**src/design/tkdl_pkg.sv**
```systemverilog
// Shared types and constants for the two-key debounce and lockout block.
// Used by tkdl_key and two_key_debounce_lockout_core; depends on nothing.
`default_nettype none

package tkdl_pkg;

  // Widths fixed by the register map and the result field.
  localparam int unsigned LIMIT_W = 16;
  localparam int unsigned INDEX_W = 8;
  localparam int unsigned EVENT_W = 2;

  // Register indexes.
  localparam logic [INDEX_W-1:0] CFG_DEBOUNCE = 8'd0;
  localparam logic [INDEX_W-1:0] CFG_HOLD     = 8'd1;

  // Register reset values.
  localparam logic [LIMIT_W-1:0] DEBOUNCE_RESET = 16'd20;
  localparam logic [LIMIT_W-1:0] HOLD_RESET     = 16'd1000;

  // Press event codes.
  localparam logic [EVENT_W-1:0] EV_NONE  = 2'd0;
  localparam logic [EVENT_W-1:0] EV_KEY_A = 2'd1;
  localparam logic [EVENT_W-1:0] EV_KEY_B = 2'd2;

  // Per-key control for one tick.
  typedef struct packed {
    logic active;    // the key is handled on this tick
    logic released;  // pin level reads released
  } key_ctl_t;

  // Per-key status seen by the top level.
  typedef struct packed {
    logic press;     // press reported on this tick
    logic locked;
    logic pressing;
  } key_stat_t;

endpackage

`default_nettype wire

```
**src/design/tkdl_key.sv**
```systemverilog
// Debounce, hold timeout and lock state for one key, updated once per tick.
// Depends on tkdl_pkg for the control and status structs.
`default_nettype none

module tkdl_key #(
  parameter int unsigned COUNT_WIDTH = 16
) (
  input  wire logic                           clk,
  input  wire logic                           rst,
  input  wire tkdl_pkg::key_ctl_t             ctl,
  input  wire logic                           lock_set,
  input  wire logic [tkdl_pkg::LIMIT_W-1:0]   debounce_limit,
  input  wire logic [tkdl_pkg::LIMIT_W-1:0]   hold_limit,
  output tkdl_pkg::key_stat_t                 stat
);

  localparam int unsigned CMP_W =
    (COUNT_WIDTH > tkdl_pkg::LIMIT_W) ? COUNT_WIDTH : tkdl_pkg::LIMIT_W;

  logic [COUNT_WIDTH-1:0] debounce_counter, debounce_counter_next;
  logic [COUNT_WIDTH-1:0] hold_counter, hold_counter_next;
  logic                   pressing, pressing_next;
  logic                   locked, locked_next;

  logic [COUNT_WIDTH-1:0] deb_inc, hold_inc;
  logic                   deb_fire, hold_fire;
  logic                   press;

  // A counting step fires when the wrapped increment reaches the limit.
  assign deb_inc   = debounce_counter + COUNT_WIDTH'(1);
  assign hold_inc  = hold_counter + COUNT_WIDTH'(1);
  assign deb_fire  = CMP_W'(deb_inc) >= CMP_W'(debounce_limit);
  assign hold_fire = CMP_W'(hold_inc) >= CMP_W'(hold_limit);

  always_comb begin
    debounce_counter_next = debounce_counter;
    hold_counter_next     = hold_counter;
    pressing_next         = pressing;
    locked_next           = locked;
    press                 = 1'b0;
    if (ctl.active) begin
      if (locked) begin
        // A locked key only waits for its pin to read released.
        if (ctl.released) begin
          locked_next = 1'b0;
        end
      end else if (!ctl.released) begin
        if (pressing) begin
          debounce_counter_next = '0;
          if (hold_fire) begin
            hold_counter_next = '0;
            locked_next       = 1'b1;
          end else begin
            hold_counter_next = hold_inc;
          end
        end else if (deb_fire) begin
          debounce_counter_next = '0;
          pressing_next         = 1'b1;
          press                 = 1'b1;
        end else begin
          debounce_counter_next = deb_inc;
        end
      end else begin
        if (pressing) begin
          if (deb_fire) begin
            debounce_counter_next = '0;
            pressing_next         = 1'b0;
          end else begin
            debounce_counter_next = deb_inc;
          end
        end else begin
          debounce_counter_next = '0;
          hold_counter_next     = '0;
        end
      end
    end
  end

  always_ff @(posedge clk) begin
    if (rst) begin
      debounce_counter <= '0;
      hold_counter     <= '0;
      pressing         <= 1'b0;
      locked           <= 1'b0;
    end else begin
      debounce_counter <= debounce_counter_next;
      hold_counter     <= hold_counter_next;
      pressing         <= pressing_next;
      // A press by the other key sets the lock, which wins over any release seen here.
      locked           <= locked_next || lock_set;
    end
  end

  assign stat.press    = press;
  assign stat.locked   = locked;
  assign stat.pressing = pressing;

endmodule

`default_nettype wire

```
**src/design/two_key_debounce_lockout_core.sv**
```systemverilog
// Top level of the two-key debouncer with cross lockout and stuck-key timeout.
// Depends on tkdl_pkg and instantiates tkdl_key for key A and key B.
// Each tick is held in an input register, and its press event in a result register.
// Throughput: one item per cycle; the input stalls only while a result waits for out_ready.
// Synchronous active-high reset clears all counters, flags and valids and
// restores debounce_count to 20 and hold_timeout_count to 1000.
`default_nettype none

module two_key_debounce_lockout_core #(
  parameter int unsigned COUNT_WIDTH = 16
) (
  input  wire logic                           clk,
  input  wire logic                           rst,
  input  wire logic                           in_valid,
  output logic                                in_ready,
  input  wire logic                           key_a_level,
  input  wire logic                           key_b_level,
  output logic                                out_valid,
  input  wire logic                           out_ready,
  output logic [tkdl_pkg::EVENT_W-1:0]        press_event,
  input  wire logic                           cfg_valid,
  output logic                                cfg_ready,
  input  wire logic [tkdl_pkg::INDEX_W-1:0]   cfg_index,
  input  wire logic [tkdl_pkg::LIMIT_W-1:0]   cfg_data
);

  logic [tkdl_pkg::LIMIT_W-1:0] debounce_count;
  logic [tkdl_pkg::LIMIT_W-1:0] hold_timeout_count;

  logic               tick_valid;
  logic               tick_a_level;
  logic               tick_b_level;
  logic               advance;

  tkdl_pkg::key_ctl_t  ctl_a, ctl_b;
  tkdl_pkg::key_stat_t stat_a, stat_b;
  logic                lock_a, lock_b;
  logic [tkdl_pkg::EVENT_W-1:0] event_code;

  assign cfg_ready = 1'b1;

  always_ff @(posedge clk) begin
    if (rst) begin
      debounce_count     <= tkdl_pkg::DEBOUNCE_RESET;
      hold_timeout_count <= tkdl_pkg::HOLD_RESET;
    end else if (cfg_valid && cfg_ready) begin
      case (cfg_index)
        tkdl_pkg::CFG_DEBOUNCE: debounce_count     <= cfg_data;
        tkdl_pkg::CFG_HOLD:     hold_timeout_count <= cfg_data;
        default: ;
      endcase
    end
  end

  // The tick in the input register is processed when the result register is free.
  assign advance  = tick_valid && (!out_valid || out_ready);
  assign in_ready = !tick_valid || advance;

  always_ff @(posedge clk) begin
    if (rst) begin
      tick_valid <= 1'b0;
    end else if (in_ready) begin
      tick_valid <= in_valid;
    end
  end

  always_ff @(posedge clk) begin
    if (in_valid && in_ready) begin
      tick_a_level <= key_a_level;
      tick_b_level <= key_b_level;
    end
  end

  // Key B is not handled on a tick where key A reports a press.
  assign ctl_a.active   = advance;
  assign ctl_a.released = tick_a_level;
  assign ctl_b.active   = advance && !stat_a.press;
  assign ctl_b.released = tick_b_level;
  assign lock_a         = advance && stat_b.press;
  assign lock_b         = advance && stat_a.press;

  tkdl_key #(
    .COUNT_WIDTH(COUNT_WIDTH)
  ) u_key_a (
    .clk            (clk),
    .rst            (rst),
    .ctl            (ctl_a),
    .lock_set       (lock_a),
    .debounce_limit (debounce_count),
    .hold_limit     (hold_timeout_count),
    .stat           (stat_a)
  );

  tkdl_key #(
    .COUNT_WIDTH(COUNT_WIDTH)
  ) u_key_b (
    .clk            (clk),
    .rst            (rst),
    .ctl            (ctl_b),
    .lock_set       (lock_b),
    .debounce_limit (debounce_count),
    .hold_limit     (hold_timeout_count),
    .stat           (stat_b)
  );

  always_comb begin
    if (stat_a.press) begin
      event_code = tkdl_pkg::EV_KEY_A;
    end else if (stat_b.press) begin
      event_code = tkdl_pkg::EV_KEY_B;
    end else begin
      event_code = tkdl_pkg::EV_NONE;
    end
  end

  always_ff @(posedge clk) begin
    if (rst) begin
      out_valid <= 1'b0;
    end else if (advance) begin
      out_valid <= 1'b1;
    end else if (out_ready) begin
      out_valid <= 1'b0;
    end
  end

  always_ff @(posedge clk) begin
    if (advance) begin
      press_event <= event_code;
    end
  end

  a_event_code_legal: assert property (@(posedge clk) disable iff (rst)
    out_valid |-> (press_event == tkdl_pkg::EV_NONE || press_event == tkdl_pkg::EV_KEY_A ||
                   press_event == tkdl_pkg::EV_KEY_B))
    else $error("press event code out of range");

  a_ready_when_output_free: assert property (@(posedge clk) disable iff (rst)
    !out_valid |-> in_ready)
    else $error("input stalled while the result register is free");

  a_press_a_locks_b: assert property (@(posedge clk) disable iff (rst)
    (advance && stat_a.press) |=> (stat_b.locked && stat_a.pressing))
    else $error("key A press did not lock key B");

  a_press_b_locks_a: assert property (@(posedge clk) disable iff (rst)
    (advance && stat_b.press) |=> (stat_a.locked && stat_b.pressing))
    else $error("key B press did not lock key A");

  a_single_press: assert property (@(posedge clk) disable iff (rst)
    !(stat_a.press && stat_b.press))
    else $error("both keys reported a press on one tick");

endmodule

`default_nettype wire
```
**config.mk**
```make
export PLATFORM = sky130hd
export DESIGN_NAME = two_key_debounce_lockout_core
export DESIGN_NICKNAME = d
export VERILOG_FILES = /design/src/design/tkdl_pkg.sv /design/src/design/tkdl_key.sv /design/src/design/two_key_debounce_lockout_core.sv
export SDC_FILE = /design/constraint.sdc
export NUM_CORES = 1
export LEC_CHECK = 0
export ABC_CLOCK_PERIOD_IN_PS = 4400
export BUFFER_PORTS_ARGS = -buffer_cell sky130_fd_sc_hd__buf_2
export CAP_MARGIN = 20
export CORE_ASPECT_RATIO = 0.9
export CORE_MARGIN = 2
export CORE_UTILIZATION = 55
export DETAILED_ROUTE_END_ITERATION = 12
export PLACE_DENSITY_LB_ADDON = 0.25
export SETUP_SLACK_MARGIN = 0.15
export SLEW_MARGIN = 10
export SYNTH_ARGS = -nofsm -noshare
export SYNTH_HDL_FRONTEND = slang
export SYNTH_SLANG_ARGS = --single-unit
export TNS_END_PERCENT = 100
```
**constraint.sdc**
```tcl
create_clock -name clk -period 4.4 [get_ports clk]
set_clock_uncertainty 0.05 [all_clocks]
set_input_delay 0.44 -clock clk [delete_from_list [all_inputs] [get_ports clk]]
set_output_delay 0.44 -clock clk [all_outputs]
set_load 0.01 [all_outputs]
```
* After elaboration in Yosys (flattened, before gate mapping)
Index checks and enable logic that the tools add are counted.
Word-level totals: register bits 106, bits in latches 0, word-level logic and storage cells 99, memories 0, input port bits 31, bits in writable memories 0, memory bits (read-only) 0
Operators by class: order comparisons 4, divide/modulo/power cells 0, add/subtract/negate cells 4, reduce and logical (&&, ||, !) cells 22, equality and inequality tests 3, muxes and demuxes 49, shift-type cells 0, bitwise operators 2, multipliers 0
Operators by type and width (number):
- two-way mux 16 bit | 16
- adder 16 x 1 -> 16 bit (second input constant) | 4
- >= comparator 16 bit | 4
- two-way mux 1 bit | 32
- == test 8 x 1 -> 1 bit (second input constant) | 1
- zero test 8 bit | 1
- AND reduction 2 bit | 4
- AND reduction 4 bit | 2
- nonzero test 2 bit | 3
- logical AND 1 bit | 5
- logical OR 1 bit | 4
- inequality test 2 bit (second input constant) | 2
- zero test 1 bit | 3
- two-way mux 2 bit | 1
- NOT 1 bit | 2

* Longest topological paths before layout
Gate-level depths: netlist of the first run.
word-level depth 12, mapped depth 16, mapped depth without buffers 14

* Hierarchy
Synthesis of the first run repeated with hierarchy kept, for this count alone.
Unflattened totals: cells, all modules 794, area, all modules 6900.4 µm²
By module, submodules not included:
- tkdl_key at u_key_b | instances 1, cells each 318, area each 2662.6 µm²
- tkdl_key at u_key_a | instances 1, cells each 319, area each 2615.0 µm²
- two_key_debounce_lockout_core | instances 1, cells each 157, area each 1622.8 µm²

* Worst setup path after synthesis of the first run
OpenSTA, ideal clock, no wires.
kind register -> register, from register u_key_a.debounce_counter[0], to register u_key_b.debounce_counter[5], arrival 3.572 ns, stages on the path, launching flop included 17, required time 4.280 ns, period minus slack after synthesis 3.693 ns, path slack 0.707 ns, setup time 0.070 ns, path through dfxtp_1 ha_1 and3_1 nand3_1 nor2b_1 nand3_1 xnor2_1 ha_1 nand4_1 nor3_1 a311oi_2 a2111oi_1 or3_1 clkbuf_1 clkbuf_1 o21ai_0 a21oi_1
On the way: word-level cells in the longest chain between the ends 10
RTL lines:
- from (decl) | RTL line tkdl_key.sv:20 | logic [COUNT_WIDTH-1:0] debounce_counter, debounce_counter_next;
- from (signal assigned) | RTL line tkdl_key.sv:86 | debounce_counter <= debounce_counter_next;
- adder 16 x 1 -> 16 bit | RTL line tkdl_key.sv:30 | assign deb_inc = debounce_counter + COUNT_WIDTH'(1);
- >= comparator 16 bit | RTL line tkdl_key.sv:32 | assign deb_fire = CMP_W'(deb_inc) >= CMP_W'(debounce_limit);
- two-way mux 1 bit | RTL line tkdl_key.sv:56 | end else if (deb_fire) begin
- two-way mux 1 bit | RTL line tkdl_key.sv:48 | if (pressing) begin
- two-way mux 1 bit | RTL line tkdl_key.sv:47 | end else if (!ctl.released) begin
- two-way mux 1 bit | RTL line tkdl_key.sv:42 | if (locked) begin
- two-way mux 1 bit | RTL line tkdl_key.sv:41 | if (ctl.active) begin
- zero test 1 bit | RTL line two_key_debounce_lockout_core.sv:77 | assign ctl_b.active = advance && !stat_a.press;
- logical AND 1 bit | RTL line two_key_debounce_lockout_core.sv:77
- AND reduction 2 bit (no line)
- to (signal assigned) | RTL line tkdl_key.sv:86
- to (decl) | RTL line tkdl_key.sv:20
No other way between the ends. A chain may end at the register's enable or synchronous reset.

* Worst setup path after layout of the first run
from register u_key_a.debounce_counter[0], to register u_key_b.hold_counter[14]
On the way: word-level cells in the longest chain between the ends 10
RTL lines:
- adder 16 x 1 -> 16 bit | RTL line tkdl_key.sv:30
- >= comparator 16 bit | RTL line tkdl_key.sv:32
- two-way mux 1 bit | RTL line tkdl_key.sv:56
- two-way mux 1 bit | RTL line tkdl_key.sv:48
- two-way mux 1 bit | RTL line tkdl_key.sv:47
- two-way mux 1 bit | RTL line tkdl_key.sv:42
- two-way mux 1 bit | RTL line tkdl_key.sv:41
- zero test 1 bit | RTL line two_key_debounce_lockout_core.sv:77
- logical AND 1 bit | RTL line two_key_debounce_lockout_core.sv:77
- AND reduction 4 bit (no line)
- to (signal assigned) | RTL line tkdl_key.sv:87 | hold_counter <= hold_counter_next;
- to (decl) | RTL line tkdl_key.sv:21 | logic [COUNT_WIDTH-1:0] hold_counter, hold_counter_next;
No other way between the ends.

==> out/metrics.csv, run 1 <==
metric;value;unit
clockBufferDepth;2;
final_nets;933;
worst_slew_pin_slew;1.02;ns
hold_path_class;input port to register;
antenna_found_initial;0;
tns;0;ns
path_class;register to register;
netlist.top_cell.by_area;dfxtp_1;
cts_inserted_buffers;9;
drv_cap;0;
initial_core_util;57.2;%
fill_cells;1032;
fmax;252;MHz
area_delta_synth_final;10.1;%
ir_drop;0.367;mV
p_leak;0.00314;uW
worstSetupStartpointType;register;
synth_area_leaders;dfxtp_1 31%, ha_1 13%, nand3_1 5.1%;
final_layout_size_suffix_gt1_share;8.82;%
place_congestion;0.918;
finalSetupViolCount;0;
synth_top_area_share;30.9;%
design.die.area;12900;um^2
drtIter0Drc;427;
drtAntennaViolNets;0;
drt-total-wl;16.6;mm
ys_ff_latch;106;
crit_start;u_key_a.debounce_counter[0];
status;completed;
hold_viol_final;0;
synthCells;812;
max_slew_margin;32.0;%
ys_types;56;
clk_pin_slew;0.08;ns
grt_max_degree;89;
endpoint;u_key_b.hold_counter[14];
rsz0062_at_grt;no;
r2r_slack;0.43;ns
drc;0;
cp.required;4.60;ns
reg2reg_depth;16;
syn-num-nets;911;
power_density;262;nW/um^2
root_buffer;clkbuf_16;
r2r-start;u_key_a.debounce_counter[0];
timing.final.ws_setup;0.426;ns
synth-edff-count;4;
via_count;5900;
portBuffers;34;
grt_pass1_wl;27.2;mm
synthFlopType;dfxtp_1;
dp_hpwl;12.4;mm
syn_area_per_cell;8.15;um^2
period_minus_slack;3.97;ns
arrival;4.18;ns
path_cells;ha_1 -> and3_1 -> nand3_1 -> nor2b_4 -> nand3_1 -> xnor2_1 -> ha_1 -> nand4_1 -> nor3_1 -> a311oi_2 -> a2111oi_2 -> buf_4 -> nor2_1 -> buf_4 -> or3_1 -> o41ai_1;
drv_slew;0;
cts_sinks;106;
via_per_inst;5.93;
num_rows;37;
synth_area;6620;um^2
finalCritPeriodShare;90.3;%
dieHeight;108;um
grt_overflow;0;
cts_tree;yes;
antenna_cells;0;
ys.warnings.count;0;
grt_usage;26.3;%
dp_slack;0.271;ns
endpoint_kind;register;
worst_r2r_endpoint;u_key_b.hold_counter[14];
wire_per_inst;16.7;um
dieWidth;120;um
synth-async-reset-ratio;0;%
first_pass_iters;5;
path_max_fanout;13;
grt_pass1_vias;5591;
pin_count;36;
crit_path_max_incr_delay;0.44;ns
slowest_stage;a2111oi_2;
clock_latency;0.36;ns
h-tree-depth;3;
core;11600;um^2
synth_seq_area_share;32.7;%
## layout by cell type, fill, tap and decap left out, drive strengths merged, types with 5 or more instances in the layout
cell type	n
a211oi	5
a21o	5
a21oi	63
a31oi	6
a32o	7
and2	6
and3	22
buf	48
clkbuf	9
dfxtp	102
ha	68
inv	51
mux2i	31
nand2	88
nand2b	10
nand3	68
nand3b	5
nand4	7
nor2	56
nor2b	6
nor3	18
o211ai	5
o21ai	35
or3	8
xnor2	32
xor2	26
## report_power, final
group / switching (uW) / total [uW] / leakage, uW / internal, uW
logic: 73.2 / 106 / 0.00212 / 33.0
clock network: 419 / 826 / 0.000150 / 408
registers: 5.71 / 975 / 0.000862 / 969
total: 497 / 1910 / 0.00314 / 1410
## state kept, by name, indices dropped and copies added (netlist names), named ones only
name / flops
tick_a_level: 1
hold_timeout_count: 16
u_key_a.debounce_counter: 16
out_valid: 1
tick_valid: 1
u_key_a.hold_counter: 16
tick_b_level: 1
u_key_b.locked: 1
u_key_b.debounce_counter: 16
u_key_a.locked: 1
press_event: 2
debounce_count: 16
u_key_b.hold_counter: 16
## worst min-delay path by stage
| stage | start | to | slack, ns | cells after the start |
|---|---|---|---|---|
| finish | key_b_level | tick_b_level | 0.21 | 1 |
| CTS | key_a_level | tick_a_level | 0.20 | 1 |
| global placement | u_key_b.debounce_counter[15] | u_key_b.debounce_counter[15] | 0.40 | 2 |
| global route | key_a_level | tick_a_level | 0.20 | 1 |
| floorplan | u_key_b.debounce_counter[15] | u_key_b.debounce_counter[15] | 0.39 | 2 |
| detailed placement | u_key_a.debounce_counter[15] | u_key_a.debounce_counter[15] | 0.41 | 2 |
## critical path, delay by kind of cell (launching register included)
| family | cells | cell delay [ns] |
|---|---|---|
| buffers and inverters | 2 | 0.43 |
| DFF | 1 | 0.42 |
| and+or+nand+nor | 8 | 1.54 |
| AOI/OAI and AO/OA | 3 | 0.67 |
| adders and majority gates | 2 | 0.59 |
| xor gates and xnor gates | 1 | 0.16 |
## per-stage QoR
| stage | cell area, um^2 | cells | total power (uW) | util [%] | hold slack [ns] |
|---|---|---|---|---|---|
| 3_5_place_dp | 6940 | 977 | 1100 | 59.9 | 0.415 |
| 6_report | 7280 | 995 | 1910 | 62.9 | 0.213 |
| 2_1_floorplan | 6620 | 812 | 1060 | - | 0.394 |
| 4_1_cts | 7240 | 993 | 1920 | 62.5 | 0.202 |
| 3_3_place_gp | 6940 | 977 | 1100 | 59.9 | 0.400 |
| 5_1_grt | 7280 | 995 | 1960 | 62.9 | 0.203 |
## final cells by class
cell class / count / area [um^2] / area share [%]
clock buffers: 9 / 225 / 3.09
clock inverters: 7 / 73.8 / 1.01
inverters: 45 / 169 / 2.32
multi-input cells: 624 / 4170 / 57.2
flip-flops and latches: 106 / 2160 / 29.7
well taps: 156 / 195 / 2.68
repair buffers: 48 / 290 / 3.98
## cell usage after synthesis, types with 8 or more instances
master,n
nor3_1,18
nand3_1,68
or3_1,8
clkbuf_1,33
inv_1,45
a21oi_1,63
xnor2_1,32
o21ai_0,35
xor2_1,26
and3_1,22
ha_1,68
nand2b_1,10
mux2i_1,31
nor2_1,56
nand2_1,88
dfxtp_1,102
## what timing repair did
action | in CTS | in global routing
resized for setup | 0 | 4
setup buffers | 0 | 0
hold endpoints to repair | 0 | 0
setup endpoints to repair | 0 | 32
hold buffers | 0 | 0
## kinds of logic after synthesis
logic type,Yosys count,synth area share (%)
XOR/XNOR,58,7.68
AO/OA/AOI/OAI,154,14.4
AND/OR/NAND/NOR,312,23.0
multiplexers,31,4.69
buffers and inverters,82,4.73
other,1,0.0567
adder cells (fa/ha/maj),68,12.9
flip-flops,106,32.7
## metal layers
layer  share of wire, %  global-route usage (%)  vias to the layer above
li1                   -                       -                     2913
met1                 47                    36.2                     2784
met2                 45                    43.0                      186
met3                6.4                    5.22                       17
met4                1.1                    5.71                        0
met5                  0                       0                        -
(Power assumes the default switching activity.)
==> inputs of run 2 (changes only) <==
ABC_AREA = 1   (was unset)
CTS_CLUSTER_SIZE = 24   (was unset)
==> run 2 against run 1 <==
  * Non-clock buffer count shrank 10
  * Sequential share of layout area shrank 0.28 points
  * Clock power grew 1%
  * Largest power group unchanged
  * Area after synthesis grew 3.2%
  * Routed wire length shrank 4.1%
  * Hold slack lost 0.0058 ns
  * Largest cell class unchanged
  * Cell count grew 16%
  * First-iteration DRC count shrank 6.6%
  * Power grew 3.2%
==> out/metrics.csv, run 2 <==
metric;value;unit
drt-total-wl;15.9;mm
first_pass_iters;5;
post_cts_resized;0;
synth-async-reset-ratio;0;%
grtUsageMet1;36.4;%
cp.required;4.60;ns
final_layout_size_suffix_gt1_share;7.98;%
grt_overflow;0;
antenna_found_initial;0;
synth_area_leaders;dfxtp_1 30%, ha_1 12%, nand2_1 12%;
power_density;268;nW/um^2
dp_slack;0.958;ns
hold_path_class;input port to register;
path_cells;ha_1 -> nand3_1 -> nor3_1 -> nand2_1 -> nor2_1 -> nand2_1 -> xor2_1 -> ha_1 -> nand2_1 -> o21ai_0 -> a21oi_1 -> nand2_2 -> nand2_2 -> nand2_2 -> nor2_4 -> nand2_1 -> a21oi_1 -> nor2_1;
tns;0;ns
crit_top_cell;nand2_1;
synthCells;968;
synth_seq_area_share;31.6;%
ys.warnings.count;0;
final_nets;1084;
design.die.area;13300;um^2
num_rows;38;
drtIter0Drc;399;
wire_per_inst;13.9;um
synth_area;6830;um^2
syn_area_per_cell;7.06;um^2
final_cell_mix;221 x nand2_1, 128 x inv_1, 112 x a21oi_1;
pin_count;36;
worstSetupStartpointType;register;
cts_tree;yes;
grt_pass1_wl;26.1;mm
portBuffers;34;
hold_viol_final;0;
drtAntennaViolNets;0;
synth-edff-count;4;
via_count;6006;
initial_core_util;56.6;%
drc;0;
core;12100;um^2
path_delay_family;simple AND/OR/NAND/NOR gates;
final_area;7350;um^2
timing.final.ws_setup;0.932;ns
netlist.top_cell.by_area;dfxtp_1;
syn-num-nets;1067;
clock_latency;0.36;ns
status;completed;
cts_sinks;106;
final_common_cell;nand2_1;
area_delta_synth_final;7.66;%
period_minus_slack;3.47;ns
yosys-top-cells-count;221 x nand2_1, 128 x inv_1, 112 x a21oi_1, 102 x dfxtp_1, 72 x nor2_1;
worstPathBufferInverterCount;0;
rsz0062_at_grt;no;
path_max_fanout;23;
use_met2;38.1;%
cts_inserted_buffers;9;
arrival;3.67;ns
worst_slew_pin_slew;0.926;ns
path_class;register to register;
h-tree-depth;3;
dp_hpwl;11.8;mm
fmax;288;MHz
via_per_inst;5.22;
cts_hold_buf;0;
busiest_layer;met2;
met3_usage;5.34;%
crit_path_max_incr_delay;0.42;ns
grt_usage;24.9;%
finalCritPeriodShare;78.8;%
finalSetupViolCount;0;
max_slew_margin;38.0;%
grt_pass1_vias;5285;
yosysMostFrequentCell;nand2_1;
clockBufferDepth;2;
grt_max_degree;60;
ys_types;37;
synthFlopType;dfxtp_1;
ys_ff_latch;106;
postCtsSetupRepairBufs;0;
fin_hold_ws;0.207;ns
clk_pin_slew;0.07;ns
drv_cap;0;
drv_slew;0;
endpoint_kind;register;
synth_top_area_share;29.9;%
postPlaceCellArea;7050;um^2
place_congestion;0.880;
root_buffer;clkbuf_16;
p_leak;0.00334;uW
antenna_cells;0;
ir_drop;0.277;mV
dieHeight;110;um
p_total;1970;uW
slowest_stage;nand2_1;
dieWidth;121;um
[run 2: layout make-up]
class	count	area (um^2)
fillers	1136	4720
flip-flops and latches	106	2160
inverters	133	504
repair buffers	38	200
multi-input cells	697	3980
clock inverters	5	61.3
clock buffers	11	243
well taps	160	200
[run 2: layer usage]
layer	vias to the layer above	part of all wire, %
li1	3180	-
met2	145	43
met1	2669	51
met3	12	5.9
met4	0	0.83
met5	-	0
[run 2: kinds of logic (layout without fill, tap and decap cells)]
family | Yosys count | count (layout) | synth area share, %
flops | 106 | 106 | 31.6
simple gates | 412 | 412 | 26.6
buf+inv | 165 | 187 | 10.0
compound gates | 167 | 167 | 12.9
fa+ha+maj | 68 | 68 | 12.5
xor+xnor | 49 | 49 | 6.28
other cells | 1 | 1 | 0.0549
[run 2: power breakdown]
part           leakage [uW]  switching [uW]  internal (uW)
registers          0.000862            9.93            975
clock network      0.000150             378            461
logic               0.00233             103           43.0
total               0.00334             491           1480
[run 2: final timing paths]
kind,from,to,slack [ns],cells after the start
min reg2reg,u_key_b.debounce_counter[3],u_key_b.debounce_counter[3],0.42,2
max,u_key_a.debounce_counter[0],u_key_b.hold_counter[12],0.93,18
min,key_b_level,tick_b_level,0.21,1
max reg2reg,u_key_a.debounce_counter[0],u_key_b.hold_counter[12],0.93,18
[run 2: per-stage QoR]
step                      utilization [%]  std cells
after CTS                            60.9       1150
after global placement               58.4       1134
after floorplan                         -        968
after detailed placement             58.4       1134
after global routing                 60.9       1150
final                                60.9       1150
==> inputs of run 3 (changes only) <==
ABC_AREA = 0   (was 1)
ABC_CLOCK_PERIOD_IN_PS = 3300   (was 4400)
clock period = 3.3 ns   (was 4.4 ns; I/O delays follow)
==> run 3 against run 2 <==
  * The flow now finishes with violations (negative setup slack)
  * Sequential share of layout area down 4.5 points
  * Non-clock buffer count up 86
  * Core utilization up 15 points
  * Largest power group unchanged
  * First-iteration DRC count up 98%
  * Register-to-register slack worse by 1.2 ns
  * Critical endpoint is now u_key_b.debounce_counter[11]
  * Power up 40%
  * Combinational power up 45%
  * Sequential power up 32%
  * Cell count down 6.9%
==> out/metrics.csv, run 3 (synthesis gave the netlist of run 1 again) <==
metric;value;unit
drv_cap;0;
grt_max_degree;65;
dp_hpwl;12.8;mm
wire_per_inst;19.7;um
finalSetupViolCount;38;
cts_hold_buf;0;
hp-start;key_b_level;
drc;0;
first_pass_iters;8;
drtIter0Drc;790;
max_slew_margin;28.0;%
endpoint_kind;register;
p_leak;0.00379;uW
grt_pass1_vias;6001;
cts_inserted_buffers;9;
fin_hold_ws;0.0965;ns
final_cell_mix;94 x dfxtp_1, 85 x nand2_1, 73 x buf_4;
dieWidth;120;um
status;complete, but fails checks;
initial_core_util;57.2;%
cts_sinks;106;
postPlaceCellArea;7390;um^2
cts_tree;yes;
place_congestion;0.925;
grt_usage;28.6;%
worstSetupStartpointType;register;
rsz0062_at_grt;yes;
path_max_fanout;7;
hold_path_class;input port to register;
cp.required;3.54;ns
power_density;313;nW/um^2
violations;negative setup slack;
drt-total-wl;21.1;mm
finalCritPeriodShare;107;%
final_area;8780;um^2
antenna_cells;0;
antenna_found_initial;0;
portBuffers;34;
grt_overflow;0;
area_delta_synth_final;32.6;%
core;11600;um^2
r2r-start;u_key_a.debounce_counter[0];
path_class;register to register;
final_layout_size_suffix_gt1_share;29.4;%
drtAntennaViolNets;0;
final_nets;1009;
clk_pin_slew;0.07;ns
hold_viol_final;0;
timing.final.ws_setup;-0.243;ns
drv_slew;0;
dieHeight;108;um
root_buffer;clkbuf_16;
ir_drop;0.430;mV
worst_slew_pin_slew;1.08;ns
clock_latency;0.37;ns
fmax;282;MHz
fin_util;75.8;%
num_rows;37;
clockBufferDepth;2;
final_common_cell;dfxtp_1;
crit_start;u_key_a.debounce_counter[0];
h-tree-depth;3;
via_count;6747;
arrival;3.78;ns
tns;-5.25;ns
design.die.area;12900;um^2
grt_pass1_wl;29.1;mm
pin_count;36;
period_minus_slack;3.54;ns
via_per_inst;6.30;
## run 3: changes by cell type in the layout (fill, tap and decap cells not counted), moves of 13 or more
| cell | delta |
|---|---|
| nand3_4 | +13 |
| nand3_2 | +14 |
| xor2_1 | -24 |
| nand2_1 | -136 |
| xnor2_1 | +19 |
| o21ai_0 | -15 |
| mux2i_1 | +31 |
| nor2_1 | -26 |
| a21oi_1 | -62 |
| inv_1 | -83 |
| a21oi_2 | +13 |
| buf_4 | +69 |
## run 3: final cells by class
type	instances	area (um^2)
inverter	45	169
sequential	106	2180
multi-input combinational	624	4920
tap	156	195
fill	734	2800
clock buffer	10	239
clock inverter	6	96.3
timing repair buffer	124	977
## run 3: critical path: stages, from the launching register on
cell and delay, ns:
dfxtp_4 0.37, ha_4 0.13, and3_4 0.20, nand3_4 0.10, nor2b_4 0.18, nand3_2 0.12
xnor2_2 0.16, ha_1 0.33, nand4_1 0.17, nor3_2 0.08, a311oi_2 0.43, a2111oi_4 0.16
or3_4 0.46, or4_1 0.42, a31oi_1 0.13
## run 3: metrics by stage
step	total power [uW]	std cells	worst slack [ns]
final	2750	1071	-0.243
after global routing	2810	1071	-0.343
after CTS	2700	1045	-0.0123
after detailed placement	1480	1017	-0.168
after global placement	1480	1017	-0.0727
after floorplan	1420	812	0.0107
## run 3: what timing repair did
item,4_1_cts,5_1_grt
buffers inserted,12,21
gates cloned,0,5
setup endpoints to repair,55,66
pin swaps,12,55
gates resized for setup,28,123
## run 3: worst paths after layout
path	end	slack [ns]	cells past startpoint
hold / removal	tick_b_level	0.1	1
setup / recovery	u_key_b.debounce_counter[11]	-0.24	14
setup reg to reg	u_key_b.debounce_counter[11]	-0.24	14
hold reg to reg	hold_timeout_count[9]	0.43	2
## run 3: per-layer routing
layer  GRT usage, %  vias up  wire (um)  share of wire [%]
li1               -     3080          -                  -
met1           37.2     3210       8710                 41
met2           46.7      377       9870                 47
met3           7.17       80       1780                8.4
met4           9.33        0        760                3.6
met5              0        -          0                  0
## run 3: power by group
group	internal [uW]	switching, uW	total, uW
sequential	1290	7.51	1300
clock	699	543	1240
combinational	77.7	134	211
